File: src/hdl/binary_to_decimal_ascii_assert.svh
// Assertion macros for the binary_to_decimal_ascii block.
// Both sample on clock and are disabled while reset is high.
`ifndef BINARY_TO_DECIMAL_ASCII_ASSERT_SVH
`define BINARY_TO_DECIMAL_ASCII_ASSERT_SVH

// Same-cycle implication.
`define B2DA_ASSERT_NOW(lbl, ante, cons, msg) \
   lbl: assert property (@(posedge clock) disable iff (reset) (ante) |-> (cons)) \
      else $error(msg);

// Next-cycle implication.
`define B2DA_ASSERT_NEXT(lbl, ante, cons, msg) \
   lbl: assert property (@(posedge clock) disable iff (reset) (ante) |=> (cons)) \
      else $error(msg);

`endif

File: src/hdl/b2da_pkg.sv
package b2da_pkg;

   localparam int MAX_DIGITS = 10;
   localparam int CNT_W      = $clog2(MAX_DIGITS + 1);
   localparam int IDX_W      = (MAX_DIGITS > 1) ? $clog2(MAX_DIGITS) : 1;

   localparam logic [31:0] RECIP_10   = 32'hCCCC_CCCD;  // ceil(2^35 / 10)
   localparam int          RECIP_SHFT = 35;

   localparam logic [7:0] ASCII_ZERO  = 8'h30;
   localparam logic [7:0] ASCII_MINUS = 8'h2D;

   typedef enum logic [1:0] {
      ST_IDLE,
      ST_CONV,
      ST_SIGN,
      ST_DIGIT
   } state_type;

   // controller -> datapath
   typedef struct packed {
      logic load;       // capture a new word
      logic step;       // peel off one decimal digit
      logic pop;        // drop the digit just sent
      logic sel_sign;   // drive '-' on the output
   } cmd_type;

   // datapath -> controller
   typedef struct packed {
      logic mag_zero;
      logic buf_full;
      logic neg;
      logic last_digit; // the digit on the output is the final one
   } sts_type;

endpackage

File: src/hdl/b2da_ctrl.sv
module b2da_ctrl import b2da_pkg::*; (
   input  logic    clock,
   input  logic    reset,
   input  logic    req_tvalid,
   output logic    req_tready,
   output logic    rsp_tvalid,
   input  logic    rsp_tready,
   input  sts_type sts,
   output cmd_type cmd
);

   `include "binary_to_decimal_ascii_assert.svh"

   state_type state_ff, state_in;

   always_ff @(posedge clock) begin
      if (reset) begin
         state_ff <= ST_IDLE;
      end else begin
         state_ff <= state_in;
      end
   end

   always_comb begin
      state_in = state_ff;
      unique case (state_ff)
         ST_IDLE: begin
            if (req_tvalid) state_in = ST_CONV;
         end
         ST_CONV: begin
            if (sts.mag_zero || sts.buf_full) begin
               state_in = sts.neg ? ST_SIGN : ST_DIGIT;
            end
         end
         ST_SIGN: begin
            if (rsp_tready) state_in = ST_DIGIT;
         end
         ST_DIGIT: begin
            if (rsp_tready && sts.last_digit) state_in = ST_IDLE;
         end
         default: state_in = ST_IDLE;
      endcase
   end

   always_comb begin
      req_tready   = 1'b0;
      rsp_tvalid   = 1'b0;
      cmd          = '0;
      unique case (state_ff)
         ST_IDLE: begin
            req_tready = 1'b1;
            cmd.load   = req_tvalid;
         end
         ST_CONV: begin
            cmd.step = !sts.mag_zero && !sts.buf_full;
         end
         ST_SIGN: begin
            rsp_tvalid   = 1'b1;
            cmd.sel_sign = 1'b1;
         end
         ST_DIGIT: begin
            rsp_tvalid = 1'b1;
            cmd.pop    = rsp_tready;
         end
         default: begin
            req_tready = 1'b0;
         end
      endcase
   end

   `B2DA_ASSERT_NOW(a_one_side, rsp_tvalid, !req_tready, "input taken while output busy")
   `B2DA_ASSERT_NEXT(a_load_conv, req_tvalid && req_tready, state_ff == ST_CONV,
      "accepted word did not start conversion")
   `B2DA_ASSERT_NEXT(a_last_idle, (state_ff == ST_DIGIT) && rsp_tready && sts.last_digit,
      state_ff == ST_IDLE, "final character did not end the word")
   `B2DA_ASSERT_NEXT(a_full_stop, (state_ff == ST_CONV) && sts.buf_full,
      state_ff != ST_CONV, "conversion ran past a full digit buffer")

endmodule

File: config.mk
export PLATFORM = sky130hd
export DESIGN_NAME = b2da_ctrl
export DESIGN_NICKNAME = d
export VERILOG_FILES = /design/src/hdl/b2da_pkg.sv /design/src/hdl/b2da_ctrl.sv
export VERILOG_INCLUDE_DIRS = /design/src /design/src/hdl
export SDC_FILE = /design/constraint.sdc
export NUM_CORES = 1
export LEC_CHECK = 0
export BUFFER_PORTS_ARGS = -buffer_cell sky130_fd_sc_hd__buf_2
export CORE_AREA = 2 2 39 41
export CTS_BUF_LIST = sky130_fd_sc_hd__clkbuf_16
export DETAILED_ROUTE_END_ITERATION = 10
export DIE_AREA = 0 0 41 43
export SYNTH_ARGS = -nofsm -noshare
export SYNTH_HDL_FRONTEND = slang
export SYNTH_SLANG_ARGS = --single-unit
File: constraint.sdc
create_clock -name clock -period 1.9 [get_ports clock]
set_input_delay 0.095 -clock clock [delete_from_list [all_inputs] [get_ports clock]]
set_output_delay 0.095 -clock clock [all_outputs]
set_load 0.01 [all_outputs]
==> run summary <==
=====================================================================================
Max Clock Freq                                                              0.578 GHz
Final count of hold timing violations                                               0
Number of clock sinks seen by CTS                                                   2
Sum of negative setup slack                                                      0 ps
Horizontal die dimension                                                        41 µm
Number of nets still failing antenna checks after routing                           0
Max reg flops                                                                       2
Distinct cells, synth                                                              16
Highest fanout seen on the critical path                                            5
Delay contributed by the slowest stage of the critical path                    390 ps
CP endpoint kind                                                            flip-flop
Height of the die                                                               43 µm
Endpoint required time on the critical path                                   2000 ps
Largest net degree at the start of global routing                                   6
Input/output buffers                                                               13
Design Area, Final                                                            407 µm²
Areal power density over the cells                                        1740 nW/µm²
Area grow syn2layout                                                            65.0%
Ratio of cells with drive above 1 in the final layout                           0.488
Number of CTS-inserted buffers                                                      3
Largest registers                                                        state_ff (2)
Root buffer selected by CTS                                              sky130_fd_sc_hd__clkbuf_16
Maximum count of clock buffers along a single path                                  2
Area after DPL                                                                332 µm²
Number of synthesized register bits                                                 2
Most frequent cells in the layout                                        sky130_fd_sc_hd__buf_2 (13), sky130_fd_sc_hd__ha_1 (4), sky130_fd_sc_hd__inv_1 (3), sky130_fd_sc_hd__nand2b_1 (3), sky130_fd_sc_hd__clkbuf_16 (3)
Global router's overall resource usage                                         0.0671
Wire length of the first global-routing pass                                   745 µm
Max-slew violation count                                                            0
Post-layout net count                                                              55
Setup repair after global routing missed its margin                             false
Number of antenna violations at the first check in global routing                   0
Max-cap violations                                                                  0
Number of rows created at floorplan                                                14
Post-detailed-route DRC marker count                                                0
Logic depth of the worst setup path including buffers                               5
Detailed-route wire length per cell                                           8.89 µm
CTS tree                                                                         done
Drt pass-1 iters                                                                    2
Total congestion overflow after global routing                                      0
Via count of the first global-routing pass                                        200
WP buf/inv                                                                          1
Number of H-tree branching levels                                                   1
Slowest library cell on the worst path                                   sky130_fd_sc_hd__dfxtp_1
Result of the run                                                        finished clean
Starting utilization of the core area                                           0.178
Depth of the most critical reg-to-reg path                                          5
Count of routing violations after the opening detailed-route iteration              1
Mean instance size in the synthesized netlist                                9.86 µm²
Via Count                                                                         218
Worst slew pin tran                                                            350 ps
Routability congestion estimate from global placement                           0.620
Part of the Yosys area used for sequential elements                             0.162
Post-synthesis cell count                                                          25
Max_slew headroom                                                               0.766
Dpl hpwl                                                                       419 µm
Worst Hold Path Cells                                                               3
Top Family by Delay on Critical Path                                       flip-flops
Kind of path behind the tightest hold check                              input pin to flip-flop
Post-Synthesis Net Count                                                           37
Standard cell core area                                                      1380 µm²
Clock-pin slew of the registers on the worst-case setup and hold paths          30 ps
Maximum clock skew at final layout                                            1.17 ps
Most common cell after layout, fill and taps aside                       sky130_fd_sc_hd__buf_2
Crit path arrival time                                                        1830 ps
Number of setup buffers added after CTS                                             0
Series of cell instances along the critical path                         inv_1 > ha_1 > and2b_1 > a2111oi_4 > mux2_4
Total Wirelength                                                               507 µm
Die area                                                                     1760 µm²
Final worst path period need                                                  1730 ps
Final clock period utilization by the worst path                                0.911
Total number of yosys warnings                                                      0
Peak supply drop                                                           0.000654 V
Type of the worst setup path                                             flip-flop to flip-flop
Area of the mapped netlist                                                    246 µm²
Clock latency of the later-clocked register in the worst-skew pair             220 ps
Ant diodes                                                                          0
Post-CTS Resized                                                                    0
Total I/O pin count                                                                14
Post-CTS Hold Buffers                                                               0
Setup-violating endpoint count in the final report                                  0
Number of vias per cell                                                          3.82
Static leakage                                                               0.210 nW
Crit start category                                                         flip-flop
Register with the highest flop count                                         state_ff
=====================================================================================
-- worst paths after layout --
kind | startpoint | to | slack (ps)
max | state_ff[0] | state_ff[0] | 170
min | reset | state_ff[1] | 180
max reg2reg | state_ff[0] | state_ff[0] | 170
min reg2reg | state_ff[1] | state_ff[1] | 530
-- worst min-delay path, cell delays in order --
cell	delay, ps
sky130_fd_sc_hd__buf_2	100
sky130_fd_sc_hd__nand2b_1	100
sky130_fd_sc_hd__mux2i_1	50
-- cell type report --
| cell class | count | area (µm²) |
|---|---|---|
| repair buffers | 13 | 65.1 |
| flip-flops and latches | 2 | 40.0 |
| well taps | 16 | 20.0 |
| inverters | 4 | 15.0 |
| clock buffers | 3 | 75.1 |
| fillers | 155 | 977 |
| multi-input cells | 19 | 191 |
-- per-layer routing --
metal	up-vias	track usage	part of all wire
li1	115	-	-
met2	14	0.0906	0.39
met3	2	0.0314	0.13
met4	0	0.0600	0.030
met1	87	0.0732	0.44
met5	-	0	0
-- per-stage QoR --
step	total power, mW	utilization	setup WS, ps	cells	hold slack, ps
after floorplan	0.311	-	249	25	224
after global placement	0.396	0.240	213	54	421
after detailed placement	0.398	0.240	173	54	412
after CTS	0.718	0.294	169	57	185
after global routing	0.748	0.294	109	57	211
final	0.708	0.294	169	57	184
-- where the power goes --
part / internal, mW / switching, mW / total, mW
Combinational: 0.159 / 0.145 / 0.304
Clock: 0.268 / 0.0467 / 0.314
Sequential: 0.0630 / 0.0268 / 0.0899
-- synthesized netlist by cell type (all sizes together) --
cell type	count	area [µm²]
mux2	1	15.0
a31oi	1	6.26
ha	4	50.1
or2	1	6.26
dfxtp	2	40.0
and2b	1	7.51
a21boi	1	7.51
nor2	1	3.75
mux2i	1	10.0
nor3b	1	18.8
inv	4	15.0
and2	2	12.5
nand3b	1	7.51
a2111oi	1	27.5
nand2b	3	18.8
-- cells by family after synthesis --
logic type / synth area share
compound gates: 0.168
fa+ha+maj: 0.203
buf+inv: 0.0609
flops: 0.162
mux: 0.102
simple gates: 0.305
Note: power is estimated with default switching activity, not from simulation.
